$ cat src/sv/rtch_pkg.sv
// Shared types and helpers for the ray/triangle closest-hit core.
// No dependencies; every other file of the block imports this package.
`default_nettype none
package rtch_pkg;

  localparam int unsigned CfgIdxW = 3;
  localparam int unsigned CfgDataW = 32;

  typedef enum logic [CfgIdxW-1:0] {
    REG_ORIGIN_X   = 3'd0,
    REG_ORIGIN_Y   = 3'd1,
    REG_ORIGIN_Z   = 3'd2,
    REG_DIR_X      = 3'd3,
    REG_DIR_Y      = 3'd4,
    REG_DIR_Z      = 3'd5,
    REG_DET_LIMIT  = 3'd6,
    REG_MIN_DIST   = 3'd7
  } reg_idx_e;

  typedef struct packed {
    logic signed [31:0] a_x;
    logic signed [31:0] a_y;
    logic signed [31:0] a_z;
    logic signed [31:0] b_x;
    logic signed [31:0] b_y;
    logic signed [31:0] b_z;
    logic signed [31:0] c_x;
    logic signed [31:0] c_y;
    logic signed [31:0] c_z;
    logic [15:0]        tri_id;
    logic               final_tri;
  } tri_t;

  typedef struct packed {
    logic               hit;
    logic [30:0]        hit_t;
    logic [16:0]        hit_u;
    logic [16:0]        hit_v;
    logic [15:0]        hit_tri;
    logic signed [31:0] point_x;
    logic signed [31:0] point_y;
    logic signed [31:0] point_z;
  } res_t;

  // Ray registers as seen by the datapath.
  typedef struct packed {
    logic signed [31:0] origin_x;
    logic signed [31:0] origin_y;
    logic signed [31:0] origin_z;
    logic signed [31:0] direction_x;
    logic signed [31:0] direction_y;
    logic signed [31:0] direction_z;
    logic [30:0]        det_zero_limit;
    logic [30:0]        min_distance;
  } cfg_t;

  // One classified triangle: its edges and the origin offset.
  typedef struct packed {
    logic signed [31:0] e1_x;
    logic signed [31:0] e1_y;
    logic signed [31:0] e1_z;
    logic signed [31:0] e2_x;
    logic signed [31:0] e2_y;
    logic signed [31:0] e2_z;
    logic signed [31:0] tv_x;
    logic signed [31:0] tv_y;
    logic signed [31:0] tv_z;
    logic [15:0]        tri_id;
    logic               final_tri;
  } item_t;

  localparam int unsigned AccW = 66;

  // Clamp a wide signed value into the 32-bit signed range.
  function automatic logic signed [31:0] sat_s32(input logic signed [AccW-1:0] x);
    logic signed [AccW-1:0] hi;
    logic signed [AccW-1:0] lo;
    hi = AccW'(64'sd2147483647);
    lo = -AccW'(64'sd2147483648);
    if (x > hi) begin
      return 32'sh7fffffff;
    end else if (x < lo) begin
      return 32'sh80000000;
    end else begin
      return x[31:0];
    end
  endfunction

  // Saturating difference of two 32-bit signed values.
  function automatic logic signed [31:0] sub_sat(input logic signed [31:0] a,
                                                 input logic signed [31:0] b);
    logic signed [32:0] d;
    d = {a[31], a} - {b[31], b};
    return sat_s32({{(AccW-33){d[32]}}, d});
  endfunction

endpackage
`default_nettype wire

$ cat src/sv/rtch_front.sv
// Front end: takes triangles, forms saturated edges and origin offset.
// Depends on rtch_pkg; feeds the queue in front of the back end.
`default_nettype none
module rtch_front (
  input  wire logic           clk_i,
  input  wire logic           rst_ni,
  input  wire logic           push,
  output logic                full,
  input  wire rtch_pkg::tri_t tri_i,
  input  wire rtch_pkg::cfg_t cfg_i,
  output logic                item_valid_o,
  output rtch_pkg::item_t     item_o,
  input  wire logic           item_ready_i
);
  import rtch_pkg::*;

  logic  valid_q, valid_d;
  item_t item_q, item_d;
  logic  accept;

  assign full         = valid_q & ~item_ready_i;
  assign accept       = push & ~full;
  assign item_valid_o = valid_q;
  assign item_o       = item_q;

  always_comb begin
    valid_d = accept | (valid_q & ~item_ready_i);
    item_d  = item_q;
    if (accept) begin
      item_d.e1_x      = sub_sat(tri_i.b_x, tri_i.a_x);
      item_d.e1_y      = sub_sat(tri_i.b_y, tri_i.a_y);
      item_d.e1_z      = sub_sat(tri_i.b_z, tri_i.a_z);
      item_d.e2_x      = sub_sat(tri_i.c_x, tri_i.a_x);
      item_d.e2_y      = sub_sat(tri_i.c_y, tri_i.a_y);
      item_d.e2_z      = sub_sat(tri_i.c_z, tri_i.a_z);
      item_d.tv_x      = sub_sat(cfg_i.origin_x, tri_i.a_x);
      item_d.tv_y      = sub_sat(cfg_i.origin_y, tri_i.a_y);
      item_d.tv_z      = sub_sat(cfg_i.origin_z, tri_i.a_z);
      item_d.tri_id    = tri_i.tri_id;
      item_d.final_tri = tri_i.final_tri;
    end
  end

  always_ff @(posedge clk_i or negedge rst_ni) begin
    if (!rst_ni) begin
      valid_q <= 1'b0;
    end else begin
      valid_q <= valid_d;
    end
  end

  always_ff @(posedge clk_i) begin
    item_q <= item_d;
  end

endmodule
`default_nettype wire

$ cat config.mk
export PLATFORM = sky130hd
export DESIGN_NAME = rtch_front
export DESIGN_NICKNAME = d
export VERILOG_FILES = /design/src/sv/rtch_pkg.sv /design/src/sv/rtch_front.sv
export SDC_FILE = /design/constraint.sdc
export NUM_CORES = 1
export LEC_CHECK = 0
export ABC_CLOCK_PERIOD_IN_PS = 13830
export CAP_MARGIN = 20
export CORE_AREA = 5 5 335 337
export CTS_BUF_LIST = sky130_fd_sc_hd__clkbuf_4
export CTS_CLUSTER_SIZE = 24
export DETAILED_ROUTE_END_ITERATION = 10
export DIE_AREA = 0 0 340 342
export DONT_BUFFER_PORTS = 1
export GPL_TIMING_DRIVEN = 1
export HOLD_SLACK_MARGIN = 0.15
export PLACE_DENSITY = 0.35
export SLEW_MARGIN = 25
export SYNTH_ARGS = -nofsm -noshare
export SYNTH_HDL_FRONTEND = slang
export SYNTH_SLANG_ARGS = --single-unit
$ cat constraint.sdc
create_clock -name clk_i -period 13.83 [get_ports clk_i]
set_input_delay 0.6915 -clock clk_i [delete_from_list [all_inputs] [get_ports clk_i]]
set_output_delay 0.6915 -clock clk_i [all_outputs]
set_load 0.005 [all_outputs]
Word level (Yosys, flattened, before mapping)
Index checks and enable logic that the tools add are counted.

Logic and storage cells: 53. Register bits after elaboration: 306. Input bits: 563.

$add $sub $neg: 9. Multiplexer cells: 9. Order comparisons: 18. Bitwise logic cells: 5.

Operators by type and width (count): 33-bit by 32-bit > comparator with 1-bit output (second input constant) (9); 33-bit by 32-bit < comparator with 1-bit output (second input constant) (9); 32-bit by 32-bit subtractor with 33-bit output (9); 32-bit 2-to-1 mux (9); 1-bit AND (2); 1-bit NOT (2); 1-bit OR (1).

Depth between registers and ports, before layout
Word-level depth: 5. Gate-level depth with buffers: 14. Depth with buffers taken out: 13.

Worst setup path after synthesis
OpenSTA, ideal clock, no wires.

Path type: input-to-reg. Start point: in item_ready_i. End point: reg item_q (netlist bit item_o[0]), enable pin. Stages on the path: 2. Slack: 5.395 ns. Path buffers: 0. Arrival time: 7.730 ns. Data required time: 13.125 ns. Cell sequence: nand2b_1 > and2_1.

Word-level cells in the longest chain between the ends: 4.

Ends and longest elaborated chain: from (decl) (RTL line rtch_front.sv:13) `input wire logic item_ready_i`; 1-bit NOT (RTL line rtch_front.sv:21) `assign full = valid_q & ~item_ready_i;`; 1-bit AND (RTL line rtch_front.sv:21); 1-bit NOT (RTL line rtch_front.sv:22) `assign accept = push & ~full;`; 1-bit AND (RTL line rtch_front.sv:22); net accept (RTL line rtch_front.sv:19) `logic accept;`; to (signal assigned) (RTL line rtch_front.sv:53) `item_q <= item_d;`; to (decl) (RTL line rtch_front.sv:18) `item_t item_q, item_d;`.

The timed path passes the listed nets, and every way through them passes these cells. A chain may end at the register's enable or synchronous reset.

Worst setup path after layout
Start point: in tri_i[209] (netlist bit). End point: reg item_q (netlist bit item_o[22]), data pin.

Word-level cells in the longest chain between the ends: 3. Elaborated cells on any way between the ends: 4. Those cells by class: add/sub: 1; order compare: 2; mux: 1.

Ends and longest elaborated chain: from (decl) (RTL line rtch_front.sv:9) `input wire rtch_pkg::tri_t tri_i,`; 32-bit by 32-bit subtractor with 33-bit output * (RTL line rtch_pkg.sv:93) `d = {a[31], a} - {b[31], b};`; 33-bit by 32-bit < comparator with 1-bit output (RTL line rtch_pkg.sv:82) `end else if (x < lo) begin`; 32-bit 2-to-1 mux (RTL line rtch_pkg.sv:82).

Mark *: on every way between the ends. The rest lies on a longest branch, timed or not.

==> flow_summary.toml <==
[run_status]
status = "completed"

[cells_and_area]
fin_nets = 3813
syn2layout_area_growth_pct = 12.5
fillers = 11500
drive_gt1_frac = 0.0898
fin_cells = 4460

[clocking]
cts_tree = "built"
root_buffer = "clkbuf_4"
clock_sinks = 306
cts_buffer_depth = 3
cts_made_buffers = 96
insertion_delay_ps = 920
clk_pin_slew_ps = 60
htree_levels = 3
post_cts_buffers = 0

[synthesis]
yosys.area.top_type = "edfxtp_1"
yosysSeqAreaShare = 0.341
async_reset_ff_frac = 0.00327
syn_inst = 2884
syn_area_sq_um = 27000
synth.most_common_cell = "a21oi_1"
ys_types = 113
synth_ff_type = "edfxtp_1"
synthTopCellsByCount = "316 x a21oi_1, 305 x edfxtp_1, 288 x ha_1"
syn_nets = 3744
synth_edf_count = 305
syn_area_per_cell_sq_um = 9.35
ys_ff_latch = 306
yosys_warnings = 0
synth.top_cells.by_area = "edfxtp_1 34%, ha_1 13%, a21oi_1 5.9%"
synth_top_area_frac = 0.340

[pwr]
cellPowerDensity_nw_per_um2 = 114
finalPower_mw = 3.46
peakVddDrop_v = 0.0000606
leakage_nw = 12.1

[routing]
via_count = 23600
wirelength_microns = 123000
wl_per_cell_microns = 27.5
drcViolationCount = 0
firstDrtPassIters = 7
first_iter_violations = 1464
drt-vias-per-instance = 5.28
ant_nets = 0

[timing]
hold_viol = 0
setup_violations = 0
fmax_mhz = 227
min_period_ps = 4400
worst_pin_slew_ps = 1070
fin_skew_ps = 71.7
min_period_over_period = 0.318
fin_tns_setup_ps = 0
final_max_slew_viol_count = 0
rsz0062_at_grt = "false"
relSlewSlack = 0.285

[worst_hold_path]
hp-class = "in2reg"

[floorplan]
core_sq_um = 109000
pin_count = 870
die_area_sq_um = 116000
die_h_microns = 342
die_w_microns = 340
initial_core_util = 0.248
fp-row-count = 121

[worst_setup_path]
critPathKind = "in2reg"
cp-start-kind = "primary input"
arrival_ps = 4940
worstPathRequired_ps = 14370
crit_path_end_kind = "flip-flop"
worst-path-max-fanout = 24

[job]
max-cap-violations = 0

[global_route]
overflow = 0
grt_max_degree = 61
first_global_vias = 23500
grt_pass1_wl_microns = 171000
antenna_found_initial = 47
grt_use_total = 0.200

[placement]
numPlacedInstances = 4192
hpwl_microns = 101000
gp_congestion = 0.930
io_buffer_count = 0
==> state kept, by name (all words and copies together) (netlist names) <==
signal	cells
item_valid_o	1
item_o	305
==> metrics by stage <==
step | util | worst slack, ps | area, sq um | hold slack, ps
2_1_floorplan | - | 5400 | 27000 | 396
3_3_place_gp | 0.260 | 8780 | 28300 | 396
3_5_place_dp | 0.261 | 8770 | 28300 | 396
4_1_cts | 0.279 | 9140 | 30300 | 151
5_1_grt | 0.279 | 9210 | 30300 | 218
6_report | 0.280 | 9430 | 30300 | 310
==> area by class of cell <==
class,instances,area [sq um],area share
antenna,18,45.0,0.00148
clock buffer,135,1010,0.0334
inverter,183,687,0.0226
tap,1414,1770,0.0583
multi-input combinational,2279,16600,0.547
sequential,306,9180,0.303
timing repair buffer,87,846,0.0279
clock inverter,38,214,0.00705
==> report_power, final <==
group	switching (mW)	total (mW)	leakage, nW	internal [mW]
registers	0.103	1.32	2.86	1.22
clock network	0.485	0.958	0.725	0.473
logic	0.745	1.18	8.50	0.436
==> worst max-delay path: stages <==
cell	delay, ps
dlygate4sd3_1	790
ha_1	270
fa_1	220
nor2b_1	50
o21a_1	190
o21ai_2	190
a21oi_2	130
o31ai_4	420
o31ai_4	130
a31oi_1	460
a31oi_2	400
nor2_4	590
o21ai_0	380
==> cells by family after synthesis <==
family / Yosys count / share of synthesized area
adder cells (fa/ha/maj): 318 / 0.148
XOR/XNOR: 235 / 0.0773
AND/OR/NAND/NOR: 608 / 0.115
flip-flops: 306 / 0.341
multiplexers: 6 / 0.00251
buffers and inverters: 299 / 0.0467
AO/OA/AOI/OAI: 1112 / 0.270
==> placed cells by master (no fill, tap or decap), types with 18 or more instances in the layout <==
master         instances
nand2b_1              46
o21bai_1              22
ha_1                 288
nand2_1              155
inv_1                182
xor2_1               101
a21o_1               154
o21ai_2               21
o211ai_1              23
a211oi_1              19
edfxtp_1             305
maj3_1                21
a31oi_1               32
clkbuf_4             135
o21ai_1               34
a21oi_1              315
o21ai_0              253
o31ai_1               33
diode_2               18
o21a_1                62
nand4_1               45
clkinv_1              24
dlygate4sd3_1         77
nor3_1                41
nor2_1               132
nor2b_1               43
and3_1                19
xnor2_1              132
nand3_1               54
==> worst paths after layout <==
check,startpoint,to,slack [ps],cells past startpoint
setup / recovery,tri_i[209],item_o[22],9430,13
hold / removal,cfg_i[165],item_o[24],310,3
setup reg to reg,item_valid_o,item_o[224],10030,5
hold reg to reg,item_valid_o,item_valid_o,1160,3
max in group asynchronous,rst_ni,item_valid_o,13220,2
min in group asynchronous,rst_ni,item_valid_o,510,2
==> repair_timing <==
action                                 4_1_cts  5_1_grt
endpoints found under the hold margin       70        0
hold buffers                                77        0
gates resized for setup                      0        0
==> routing by layer <==
layer / vias to the layer above / track usage / wire length (microns)
met5: - / 0 / 335
met4: 52 / 0.0641 / 3320
met1: 11400 / 0.233 / 49000
met3: 209 / 0.0895 / 13000
met2: 890 / 0.330 / 56900
li1: 11000 / - / -
Power figures use the tool's default switching activity.
