[config.mk]
export PLATFORM = sky130hd
export DESIGN_NAME = rtch_fifo
export DESIGN_NICKNAME = d
export VERILOG_FILES = /design/src/sv/rtch_pkg.sv /design/src/sv/rtch_fifo.sv
export SDC_FILE = /design/constraint.sdc
export NUM_CORES = 1
export LEC_CHECK = 0
export ABC_AREA = 0
export BUFFER_PORTS_ARGS = -buffer_cell sky130_fd_sc_hd__buf_4
export CORE_ASPECT_RATIO = 0.6
export CORE_MARGIN = 4
export CORE_UTILIZATION = 51
export DETAILED_ROUTE_END_ITERATION = 10
export PLACE_DENSITY = 0.8
export SYNTH_ARGS = -nofsm -noshare
export SYNTH_HDL_FRONTEND = slang
export SYNTH_SLANG_ARGS = --single-unit
[constraint.sdc]
create_clock -name clk_i -period 20.3 [get_ports clk_i]
set_input_delay 1.015 -clock clk_i [delete_from_list [all_inputs] [get_ports clk_i]]
set_output_delay 1.015 -clock clk_i [all_outputs]
set_load 0.01 [all_outputs]
[src/sv/rtch_pkg.sv]
// Shared types and helpers for the ray/triangle closest-hit core.
// No dependencies; every other file of the block imports this package.
`default_nettype none
package rtch_pkg;

  localparam int unsigned CfgIdxW = 3;
  localparam int unsigned CfgDataW = 32;

  typedef enum logic [CfgIdxW-1:0] {
    REG_ORIGIN_X   = 3'd0,
    REG_ORIGIN_Y   = 3'd1,
    REG_ORIGIN_Z   = 3'd2,
    REG_DIR_X      = 3'd3,
    REG_DIR_Y      = 3'd4,
    REG_DIR_Z      = 3'd5,
    REG_DET_LIMIT  = 3'd6,
    REG_MIN_DIST   = 3'd7
  } reg_idx_e;

  typedef struct packed {
    logic signed [31:0] a_x;
    logic signed [31:0] a_y;
    logic signed [31:0] a_z;
    logic signed [31:0] b_x;
    logic signed [31:0] b_y;
    logic signed [31:0] b_z;
    logic signed [31:0] c_x;
    logic signed [31:0] c_y;
    logic signed [31:0] c_z;
    logic [15:0]        tri_id;
    logic               final_tri;
  } tri_t;

  typedef struct packed {
    logic               hit;
    logic [30:0]        hit_t;
    logic [16:0]        hit_u;
    logic [16:0]        hit_v;
    logic [15:0]        hit_tri;
    logic signed [31:0] point_x;
    logic signed [31:0] point_y;
    logic signed [31:0] point_z;
  } res_t;

  // Ray registers as seen by the datapath.
  typedef struct packed {
    logic signed [31:0] origin_x;
    logic signed [31:0] origin_y;
    logic signed [31:0] origin_z;
    logic signed [31:0] direction_x;
    logic signed [31:0] direction_y;
    logic signed [31:0] direction_z;
    logic [30:0]        det_zero_limit;
    logic [30:0]        min_distance;
  } cfg_t;

  // One classified triangle: its edges and the origin offset.
  typedef struct packed {
    logic signed [31:0] e1_x;
    logic signed [31:0] e1_y;
    logic signed [31:0] e1_z;
    logic signed [31:0] e2_x;
    logic signed [31:0] e2_y;
    logic signed [31:0] e2_z;
    logic signed [31:0] tv_x;
    logic signed [31:0] tv_y;
    logic signed [31:0] tv_z;
    logic [15:0]        tri_id;
    logic               final_tri;
  } item_t;

  localparam int unsigned AccW = 66;

  // Clamp a wide signed value into the 32-bit signed range.
  function automatic logic signed [31:0] sat_s32(input logic signed [AccW-1:0] x);
    logic signed [AccW-1:0] hi;
    logic signed [AccW-1:0] lo;
    hi = AccW'(64'sd2147483647);
    lo = -AccW'(64'sd2147483648);
    if (x > hi) begin
      return 32'sh7fffffff;
    end else if (x < lo) begin
      return 32'sh80000000;
    end else begin
      return x[31:0];
    end
  endfunction

  // Saturating difference of two 32-bit signed values.
  function automatic logic signed [31:0] sub_sat(input logic signed [31:0] a,
                                                 input logic signed [31:0] b);
    logic signed [32:0] d;
    d = {a[31], a} - {b[31], b};
    return sat_s32({{(AccW-33){d[32]}}, d});
  endfunction

endpackage
`default_nettype wire

[src/sv/rtch_fifo.sv]
// Two-entry queue between the front end and the back end.
// Depends on rtch_pkg for the item type.
`default_nettype none
module rtch_fifo (
  input  wire logic            clk_i,
  input  wire logic            rst_ni,
  input  wire logic            wr_valid_i,
  input  wire rtch_pkg::item_t wr_item_i,
  output logic                 wr_ready_o,
  output logic                 rd_valid_o,
  output rtch_pkg::item_t      rd_item_o,
  input  wire logic            rd_pop_i
);
  import rtch_pkg::*;

  item_t      mem_q [2];
  logic       wr_ptr_q, rd_ptr_q;
  logic [1:0] cnt_q;
  logic       do_wr, do_rd;

  assign wr_ready_o = (cnt_q != 2'd2);
  assign rd_valid_o = (cnt_q != 2'd0);
  assign rd_item_o  = mem_q[rd_ptr_q];
  assign do_wr      = wr_valid_i & wr_ready_o;
  assign do_rd      = rd_pop_i & rd_valid_o;

  always_ff @(posedge clk_i or negedge rst_ni) begin
    if (!rst_ni) begin
      wr_ptr_q <= 1'b0;
      rd_ptr_q <= 1'b0;
      cnt_q    <= 2'd0;
    end else begin
      if (do_wr) begin
        wr_ptr_q <= ~wr_ptr_q;
      end
      if (do_rd) begin
        rd_ptr_q <= ~rd_ptr_q;
      end
      cnt_q <= cnt_q + {1'b0, do_wr} - {1'b0, do_rd};
    end
  end

  always_ff @(posedge clk_i) begin
    if (do_wr) begin
      mem_q[wr_ptr_q] <= wr_item_i;
    end
  end

endmodule
`default_nettype wire

Yosys cells after proc, flatten, opt, wreduce, memory -nomap -nowiden:

Memory sizes are Yosys's and may differ from the RTL's.
Cells that the tools add are included.

* register bits: 4
* RAM bits: 610
* input bits: 309
* word-level logic and storage cells: 14
* memories kept: 1

* $add $sub $neg: 2
* eq/ne operators: 1
* mux-type cells: 2
* bitwise logic cells: 4
* reduce and logical (&&, ||, !) cells: 1

Memories
* mem_q: depth 2, bits a word 305, read ports 1, clocked after Yosys merged registers in 0, wr ports 1, RTL line rtch_fifo.sv:16 `item_t mem_q [2];`

Operators with widths (number)
* 2-bit by 1-bit adder with 2-bit output: 1
* 1-bit AND: 2
* 1-bit 2-to-1 mux: 2
* 2-bit != test, second input constant: 1
* 1-bit NOT: 2
* 2-bit nonzero test: 1
* 2-bit by 1-bit subtractor with 2-bit output: 1

Depth between registers and ports, before layout:

Gate-level depths: netlist (run 1).

* depth in word-level cells: 4
* gate-level depth with buffers: 7
* gate-level depth less buffers: 7

Worst setup path before layout (run 1):

Ideal clock, no wire load.

* kind: input to register
* start point: input wr_valid_i
* end point: memory mem_q[0][0] (netlist name) (enable)
* setup time: 0.977 ns
* data arrival time: 13.737 ns
* required time: 19.323 ns
* path slack: 5.585 ns
* stages on the path: 2
* path buffers: 0
* path through: nand2_1 > nor2_1

* cells in the longest elaborated chain, start to end: 3

Ends and longest elaborated chain
* start, declared: RTL line rtch_fifo.sv:7 `input wire logic wr_valid_i,`
* 1-bit AND: RTL line rtch_fifo.sv:24 `assign do_wr = wr_valid_i & wr_ready_o;`
* 1-bit 2-to-1 mux: RTL line rtch_fifo.sv:44 `if (do_wr) begin`
* 1-bit 2-to-1 mux (not written as such): RTL line rtch_fifo.sv:45 `mem_q[wr_ptr_q] <= wr_item_i;`
* end, declared: RTL line rtch_fifo.sv:16

No other way between the ends.

==> results of run 1 <==
cells in the final DEF (no fill, tap or decap):
| master | instances |
|---|---|
| inv_1 | 1 |
| dfrtp_4 | 1 |
| xnor2_1 | 3 |
| xor2_1 | 1 |
| and3_4 | 1 |
| bufinv_16 | 6 |
| nand2b_1 | 1 |
| clkbuf_1 | 8 |
| mux2_4 | 240 |
| nor2_4 | 1 |
| diode_2 | 4 |
| clkbuf_16 | 55 |
| clkinv_4 | 1 |
| buf_4 | 625 |
| mux2_2 | 65 |
| edfxtp_1 | 610 |
| inv_6 | 1 |
| buf_12 | 1 |
| dfrtp_1 | 3 |
| nand2_1 | 1 |
| and2_1 | 1 |
| clkinv_1 | 14 |
| or2_2 | 1 |
| clkinv_2 | 12 |
| ha_1 | 2 |
| clkinvlp_4 | 1 |
power by group through the flow:
stage	Sequential, mW	Clock, mW	Combinational, mW
2_1_floorplan	1.94	0	0.941
3_3_place_gp	1.84	0	1.53
3_5_place_dp	1.86	0	1.55
4_1_cts	1.83	1.03	1.55
5_1_grt	1.86	1.08	1.61
6_report	1.83	1.00	1.53
Yosys cell counts (all sizes together) (2+ instances only):
master	instances
xnor2	3
buf	34
edfxtp	610
ha	2
mux2	305
dfrtp	4
cell type report:
type | count | area [um2] | area share
clock buffer | 63 | 1410 | 0.0468
multi-input combinational | 317 | 4440 | 0.148
timing repair buffer | 626 | 4710 | 0.157
tap | 589 | 737 | 0.0245
sequential | 614 | 18400 | 0.613
inverter | 1 | 3.75 | 0.000125
clock inverter | 35 | 318 | 0.0106
antenna | 4 | 10.0 | 0.000333
worst max-delay path by stage:
stage,slack [ps],start,depth (start not counted),to
after floorplan,5590,wr_valid_i,2,mem_q[0][0]
after global placement,15870,wr_valid_i,5,mem_q[0][113]
after detailed placement,15850,wr_valid_i,5,mem_q[0][131]
after CTS,15980,rd_ptr_q,3,rd_item_o[11]
after global routing,15900,rd_ptr_q,3,rd_item_o[99]
final,16040,rd_ptr_q,3,rd_item_o[96]
sequential cells by signal, indices dropped and copies added (netlist names):
| register | cells |
|---|---|
| cnt_q | 2 |
| rd_ptr_q | 1 |
| mem_q | 610 |
| wr_ptr_q | 1 |
worst max-delay path: stages (launching register included):
cell and delay, ps:
dfrtp_4 1040, buf_4 1010, mux2_4 360, buf_4 150
metal layers:
layer | share of wire | global-route usage | wire length [um] | vias to the layer above
li1 | - | - | - | 5155
met4 | 0.034 | 0.0722 | 1740 | 0
met1 | 0.36 | 0.225 | 18800 | 5794
met5 | 0 | 0 | 0 | -
met3 | 0.073 | 0.0630 | 3780 | 103
met2 | 0.53 | 0.366 | 27300 | 437
stage by stage:
| stage | std cells | area, um2 |
|---|---|---|
| 4_1_cts | 2245 | 30000 |
| 2_1_floorplan | 966 | 23200 |
| 6_report | 2249 | 30000 |
| 3_5_place_dp | 2147 | 28300 |
| 3_3_place_gp | 2147 | 28300 |
| 5_1_grt | 2248 | 30000 |
cell families after synthesis:
group | Yosys count | share of synthesized area
simple gates | 6 | 0.00140
buf+inv | 35 | 0.0150
mux | 305 | 0.187
xor+xnor | 4 | 0.00151
fa+ha+maj | 2 | 0.00108
flops | 614 | 0.794
==> results.py, run 1 <==
metrics = {
    "clock_network": {
        "path_clk_slew_ps": 60,
        "clk_path_buf_depth": 3,
        "cts.repair.resized": 0,
        "cts_setup_buffers": 0,
        "worstSkewPairLatency_ps": 570,
        "numCtsBuffers": 53,
        "cts_root_buf": "clkbuf_16",
        "ctsHtreeMaxLevel": 2,
        "cts_tree": "yes",
        "cts_hold_buf": 0,
        "cts.sinks": 614,
    },
    "grt": {
        "grt-ovfl-total": 0,
        "grt_pass1_vias": 12500,
        "grt_pass1_wl_um": 75500,
        "grt_usage": 0.201,
        "grt_max_degree": 126,
        "antenna_found_initial": 3,
    },
    "setup_path": {
        "r2r_cells": 5,
        "worst-setup-path-type": "reg2out",
        "path_max_fanout": 60,
        "rr_startpoint": "cnt_q[1]",
        "reg2reg_to": "mem_q[0][131]",
        "worstPathArrival_ps": 3240,
        "start_kind": "flop",
        "r2r_slack_ps": 16440,
        "required_ps": 19290,
        "crit_path_end_kind": "output port",
    },
    "timing": {
        "hold_slack_ps": 229,
        "setup_violations": 0,
        "tightest_slew_ps": 1150,
        "final.min_clock_period_ps": 4260,
        "rsz0062_at_grt": "no",
        "fin_setup_tns_ps": 0,
        "period_share": 0.210,
        "skew_ps": 11.8,
        "setup_ws_ps": 16040,
        "hold_viol_final": 0,
        "relSlewSlack": 0.231,
        "drv_slew": 0,
        "fmax_mhz": 235,
    },
    "final_layout": {
        "final_util": 0.669,
        "final.fill_count": 2932,
        "nets": 1924,
        "layout-drive-gt1-share": 0.611,
        "syn_to_final_growth_pct": 29.6,
    },
    "outcome": {
        "status": "finished clean",
    },
    "logic_synthesis": {
        "yosysSeqAreaShare": 0.794,
        "syn_nets": 1277,
        "synth_edf_count": 610,
        "synth_ff_type": "edfxtp_1",
        "ys_ff_latch": 614,
        "syn_area_per_cell_um2": 24.0,
        "ys_top_cells_by_area": "edfxtp_1 (79%), mux2_4 (16%), mux2_2 (3.2%)",
        "yosys.cell_types.count": 16,
        "ys.warnings.count": 0,
        "synth_top_area_cell": "edfxtp_1",
        "synth_top_area_frac": 0.790,
        "synth_cells": 966,
        "async_flop_share": 0.00651,
        "synth.cell_area_um2": 23200,
    },
    "detailed_routing": {
        "initialDrtViolationCount": 762,
        "drc": 0,
        "wl_per_cell_um": 22.9,
        "wl_um": 51500,
        "vias": 11500,
        "vias_per_cell": 5.11,
        "drtAntennaViolNets": 0,
        "drt-pass1-iter-count": 4,
    },
    "floorplanning": {
        "core_um2": 44900,
        "die_w_um": 283,
        "io_pins": 616,
        "die_h_um": 173,
        "fp-row-count": 60,
        "start_util": 0.517,
        "dieArea_um2": 49100,
    },
    "min_path": {
        "hold_class": "in2async",
    },
    "power": {
        "power.density_nw_per_um2": 145,
        "max-vdd-ir-drop_mv": 0.110,
        "pwr-share-seq": 0.419,
        "power_frac_clock": 0.230,
        "p_sw_frac": 0.286,
        "internal-power_mw": 3.12,
        "pwr-share-comb": 0.351,
        "switching_power_mw": 1.25,
        "p_leak_nw": 11.8,
        "totalPowerFinal_mw": 4.36,
    },
    "job": {
        "cap_viol_max_count": 0,
    },
    "placement": {
        "io_buffers": 615,
        "dp_hpwl_um": 35900,
        "dpl_worst_slack_ps": 15850,
        "gp_congestion": 0.767,
    },
}
Note: power is estimated with default switching activity, not from simulation.
==> run 2: changes to the inputs <==
==> constraint.sdc (replaced) <==
create_clock -name clk_i -period 4.3 [get_ports clk_i]
set_input_delay 0.215 -clock clk_i [delete_from_list [all_inputs] [get_ports clk_i]]
set_output_delay 0.215 -clock clk_i [all_outputs]
set_load 0.01 [all_outputs]
==> results.py, run 2 (same netlist as run 1, synthesis figures left out) <==
metrics = {
    "outcome": {
        "status": "finished clean",
    },
    "power": {
        "max-vdd-ir-drop_mv": 0.489,
        "power.density_nw_per_um2": 633,
        "p_leak_nw": 13.2,
        "totalPowerFinal_mw": 21.1,
    },
    "placement": {
        "io_buffers": 615,
        "dpl_worst_slack_ps": 2010,
        "dp_hpwl_um": 36100,
        "gp_congestion": 0.796,
    },
    "timing": {
        "hold_viol_final": 0,
        "relSlewSlack": 0.283,
        "final.min_clock_period_ps": 2900,
        "fmax_mhz": 345,
        "drv_slew": 0,
        "setup_ws_ps": 1400,
        "period_share": 0.675,
        "tightest_slew_ps": 1080,
        "rsz0062_at_grt": "no",
        "skew_ps": 23.7,
        "fin_setup_tns_ps": 0,
        "setup_violations": 0,
    },
    "final_layout": {
        "layout_commonest_cell": "buf_4",
        "final_util": 0.742,
        "syn_to_final_growth_pct": 43.6,
        "layout-drive-gt1-share": 0.518,
        "nets": 2250,
        "top_regs": "mem_q: 610 flops, cnt_q: 2 flops",
        "final_cell_mix": "buf_4 (631), edfxtp_1 (610), dlygate4sd3_1 (309), mux2_4 (240), mux2_2 (65)",
        "largest_reg_flops": 610,
        "final.fill_count": 2442,
        "top_register": "mem_q",
    },
    "detailed_routing": {
        "initialDrtViolationCount": 861,
        "drtAntennaViolNets": 0,
        "drc": 0,
        "vias_per_cell": 5.07,
        "vias": 13100,
        "wl_um": 60800,
        "wl_met3_um": 3820,
        "drt-pass1-iter-count": 5,
        "top_layer_used": "met4",
        "wl_per_cell_um": 23.6,
        "met1Wirelength_um": 21200,
        "dr_wl_met2_um": 33300,
    },
    "clock_network": {
        "path_clk_slew_ps": 70,
        "cts.sinks": 614,
        "cts.repair.resized": 0,
        "ctsHtreeMaxLevel": 2,
        "clk_path_buf_depth": 3,
        "worstSkewPairLatency_ps": 580,
        "numCtsBuffers": 55,
        "cts_tree": "yes",
        "cts_root_buf": "clkbuf_16",
    },
    "setup_path": {
        "worst-setup-path-type": "reg2out",
        "path_max_fanout": 59,
        "worstPathArrival_ps": 2690,
        "start_kind": "flop",
        "crit_path_end_kind": "output port",
        "required_ps": 4090,
    },
    "grt": {
        "grt_max_degree": 134,
        "grt_pass1_vias": 14400,
        "grt_usage": 0.239,
        "grt-ovfl-total": 0,
        "antenna_found_initial": 5,
        "grt_pass1_wl_um": 89400,
    },
    "floorplanning": {
        "io_pins": 616,
        "core_um2": 44900,
        "dieArea_um2": 49100,
        "die_w_um": 283,
        "fp-row-count": 60,
        "die_h_um": 173,
        "start_util": 0.517,
    },
    "job": {
        "cap_viol_max_count": 0,
    },
    "min_path": {
        "hold_class": "in2reg",
    },
}
run 2: changes by cell type in the layout (fill, tap and decap cells not counted), sizes merged:
cell | previous run | this run
dlygate4sd3 | 0 | 309
buf | 626 | 641
clkbuf | 63 | 69
bufinv | 6 | 2
inv | 2 | 5
clkinv | 27 | 26
diode | 4 | 5
run 2: what timing repair did:
item	CTS	global route
setup buffers	0	0
endpoints found under the hold margin	616	0
hold buffers	309	0
run 2: cell type report:
type,count,area [um2],share of cell area
clock inverter,33,233,0.00699
multi-input combinational,317,4440,0.133
tap,589,737,0.0221
antenna,5,12.5,0.000376
timing repair buffer,950,8030,0.241
clock buffer,69,1430,0.0429
inverter,1,3.75,0.000113
sequential,614,18400,0.553
run 2: worst paths after layout:
check                                    from       endpoint  slack [ps]  depth (start not counted)
worst max-delay path                 rd_ptr_q  rd_item_o[47]        1400                          3
worst min-delay path            wr_item_i[16]   mem_q[0][16]         360                          2
worst max register to register       cnt_q[1]  mem_q[0][154]        2110                          5
worst min register to register       cnt_q[0]       cnt_q[0]         530                          1
max in group asynchronous              rst_ni       rd_ptr_q        3510                          3
min in group asynchronous              rst_ni       cnt_q[0]         590                          3
run 2: per-stage QoR:
step	std cells	cell area, um2	hold slack (ps)
global placement	2162	28500	15.0
floorplan	966	23200	-80.6
CTS	2573	33300	319
global route	2578	33300	334
detailed placement	2162	28500	15.4
finish	2578	33300	358
run 2: critical path: stages (launching register included):
cell	delay, ps
dfrtp_4	1140
buf_4	400
mux2_2	400
buf_4	160
run 2: metal layers:
layer  track usage  vias up
met5             0        -
met3        0.0557      139
met2         0.448      545
met1         0.263     6566
met4        0.0957        0
li1              -     5820
run 2: power breakdown:
group	switching [mW]	internal, mW
combinational	3.61	4.13
sequential	0.509	8.18
clock	2.18	2.49
total	6.30	14.8
==> run 3: changes to the inputs <==
==> constraint.sdc (replaced) <==
create_clock -name clk_i -period 2.89 [get_ports clk_i]
set_input_delay 0.1445 -clock clk_i [delete_from_list [all_inputs] [get_ports clk_i]]
set_output_delay 0.1445 -clock clk_i [all_outputs]
set_load 0.01 [all_outputs]
==> results.py, run 3 (same netlist as run 1, synthesis figures left out) <==
metrics = {
    "timing": {
        "setup_violations": 0,
        "relSlewSlack": 0.524,
        "final.min_clock_period_ps": 2610,
        "hold_viol_final": 0,
        "skew_ps": 22.3,
        "rsz0062_at_grt": "no",
        "drv_slew": 0,
        "fmax_mhz": 383,
        "period_share": 0.903,
        "hold_slack_ps": 293,
        "tightest_slew_ps": 714,
    },
    "floorplanning": {
        "start_util": 0.517,
        "die_w_um": 283,
        "dieArea_um2": 49100,
        "core_um2": 44900,
        "fp-row-count": 60,
        "die_h_um": 173,
        "io_pins": 616,
    },
    "clock_network": {
        "numCtsBuffers": 55,
        "path_clk_slew_ps": 70,
        "ctsHtreeMaxLevel": 2,
        "cts_root_buf": "clkbuf_16",
        "clk_path_buf_depth": 3,
        "cts.sinks": 614,
        "cts_tree": "yes",
        "worstSkewPairLatency_ps": 580,
    },
    "detailed_routing": {
        "drt-pass1-iter-count": 6,
        "drtAntennaViolNets": 0,
        "drc": 0,
        "initialDrtViolationCount": 917,
        "vias_per_cell": 5.10,
        "wl_um": 60900,
        "vias": 13200,
        "wl_per_cell_um": 23.6,
    },
    "placement": {
        "gp_congestion": 0.798,
        "place_area_um2": 28700,
        "io_buffers": 615,
        "dp_hpwl_um": 37000,
    },
    "min_path": {
        "min_path_cells": 2,
        "hold_start": "wr_item_i[222]",
        "hold_path_end": "mem_q[0][222]",
        "hold_class": "in2reg",
    },
    "job": {
        "cap_viol_max_count": 0,
    },
    "setup_path": {
        "start_kind": "flop",
        "crit_path_end_kind": "output port",
        "reg2reg_to": "mem_q[1][126]",
        "worstPathArrival_ps": 2470,
        "r2r_slack_ps": 960,
        "required_ps": 2750,
        "path_max_fanout": 49,
        "rr_startpoint": "cnt_q[1]",
        "worst-setup-path-type": "reg2out",
        "r2r_cells": 4,
    },
    "final_layout": {
        "top_register": "mem_q",
        "fin_area_um2": 33500,
        "syn_to_final_growth_pct": 44.3,
        "layout-drive-gt1-share": 0.520,
        "final.fill_count": 2446,
        "final_cell_mix": "buf_4 (633), edfxtp_1 (610), dlygate4sd3_1 (309), mux2_4 (240), mux2_2 (65)",
        "layout_commonest_cell": "buf_4",
        "largest_reg_flops": 610,
        "top_regs": "mem_q: 610 flops, cnt_q: 2 flops",
        "final_util": 0.746,
        "nets": 2257,
    },
    "outcome": {
        "status": "finished clean",
    },
    "grt": {
        "grt_max_degree": 94,
        "antenna_found_initial": 3,
        "grt-ovfl-total": 0,
        "grt_pass1_vias": 14600,
        "grt_usage": 0.241,
        "grt_pass1_wl_um": 89900,
    },
    "power": {
        "switching_power_mw": 9.41,
        "p_leak_nw": 13.3,
        "internal-power_mw": 22.3,
        "pwr-share-seq": 0.405,
        "max-vdd-ir-drop_mv": 0.703,
        "power.density_nw_per_um2": 946,
        "power_frac_clock": 0.224,
        "p_sw_frac": 0.297,
        "pwr-share-comb": 0.371,
    },
}
-- run 3: power groups by stage --
stage / combinational (mW) / sequential (mW) / clock, mW
detailed placement: 11.3 / 13.0 / 0
global route: 12.2 / 13.0 / 7.63
global placement: 11.2 / 12.8 / 0
finish: 11.8 / 12.8 / 7.08
floorplan: 6.62 / 13.0 / 0
CTS: 11.7 / 12.8 / 7.14
-- run 3: what timing repair did --
item | in CTS | in global routing
gates resized for setup | 0 | 0
hold endpoints to repair | 616 | 0
hold buffers | 309 | 0
setup buffers | 0 | 0
-- run 3: critical path: stages, from the launching register on --
cell	delay, ps
dfrtp_4	890
buf_12	400
mux2_4	350
buf_4	150
-- run 3: how the worst max path moves through the flow --
| stage | startpoint | endpoint |
|---|---|---|
| after floorplan | cnt_q[1] | mem_q[0][0] |
| after global placement | rd_ptr_q | rd_item_o[162] |
| after detailed placement | rd_ptr_q | rd_item_o[162] |
| after CTS | rd_ptr_q | rd_item_o[25] |
| after global routing | rd_ptr_q | rd_item_o[234] |
| final | rd_ptr_q | rd_item_o[234] |
-- run 3: area by class of cell --
class	count	area (um2)	share of cell area
flip-flops and latches	614	18400	0.550
repair buffers	957	8150	0.243
multi-input cells	317	4440	0.133
clock buffers	66	1460	0.0436
well taps	589	737	0.0220
clock inverters	33	253	0.00755
diodes	3	7.51	0.000224
inverters	1	3.75	0.000112
-- run 3: metal layers --
layer,track usage,vias up,wire [um]
li1,-,5826,-
met1,0.265,6688,21400
met2,0.454,520,33500
met3,0.0569,125,3690
met4,0.0885,2,2280
met5,0,-,13
-- run 3: through the flow --
| step | power [mW] | setup WS, ps | setup TNS (ps) | instances |
|---|---|---|---|---|
| after floorplan | 19.6 | -2720 | -1393450 | 966 |
| after global placement | 24.0 | 898 | 0 | 2169 |
| after detailed placement | 24.2 | 876 | 0 | 2169 |
| after CTS | 31.6 | 247 | 0 | 2577 |
| after global routing | 32.9 | 200 | 0 | 2579 |
| final | 31.7 | 280 | 0 | 2580 |
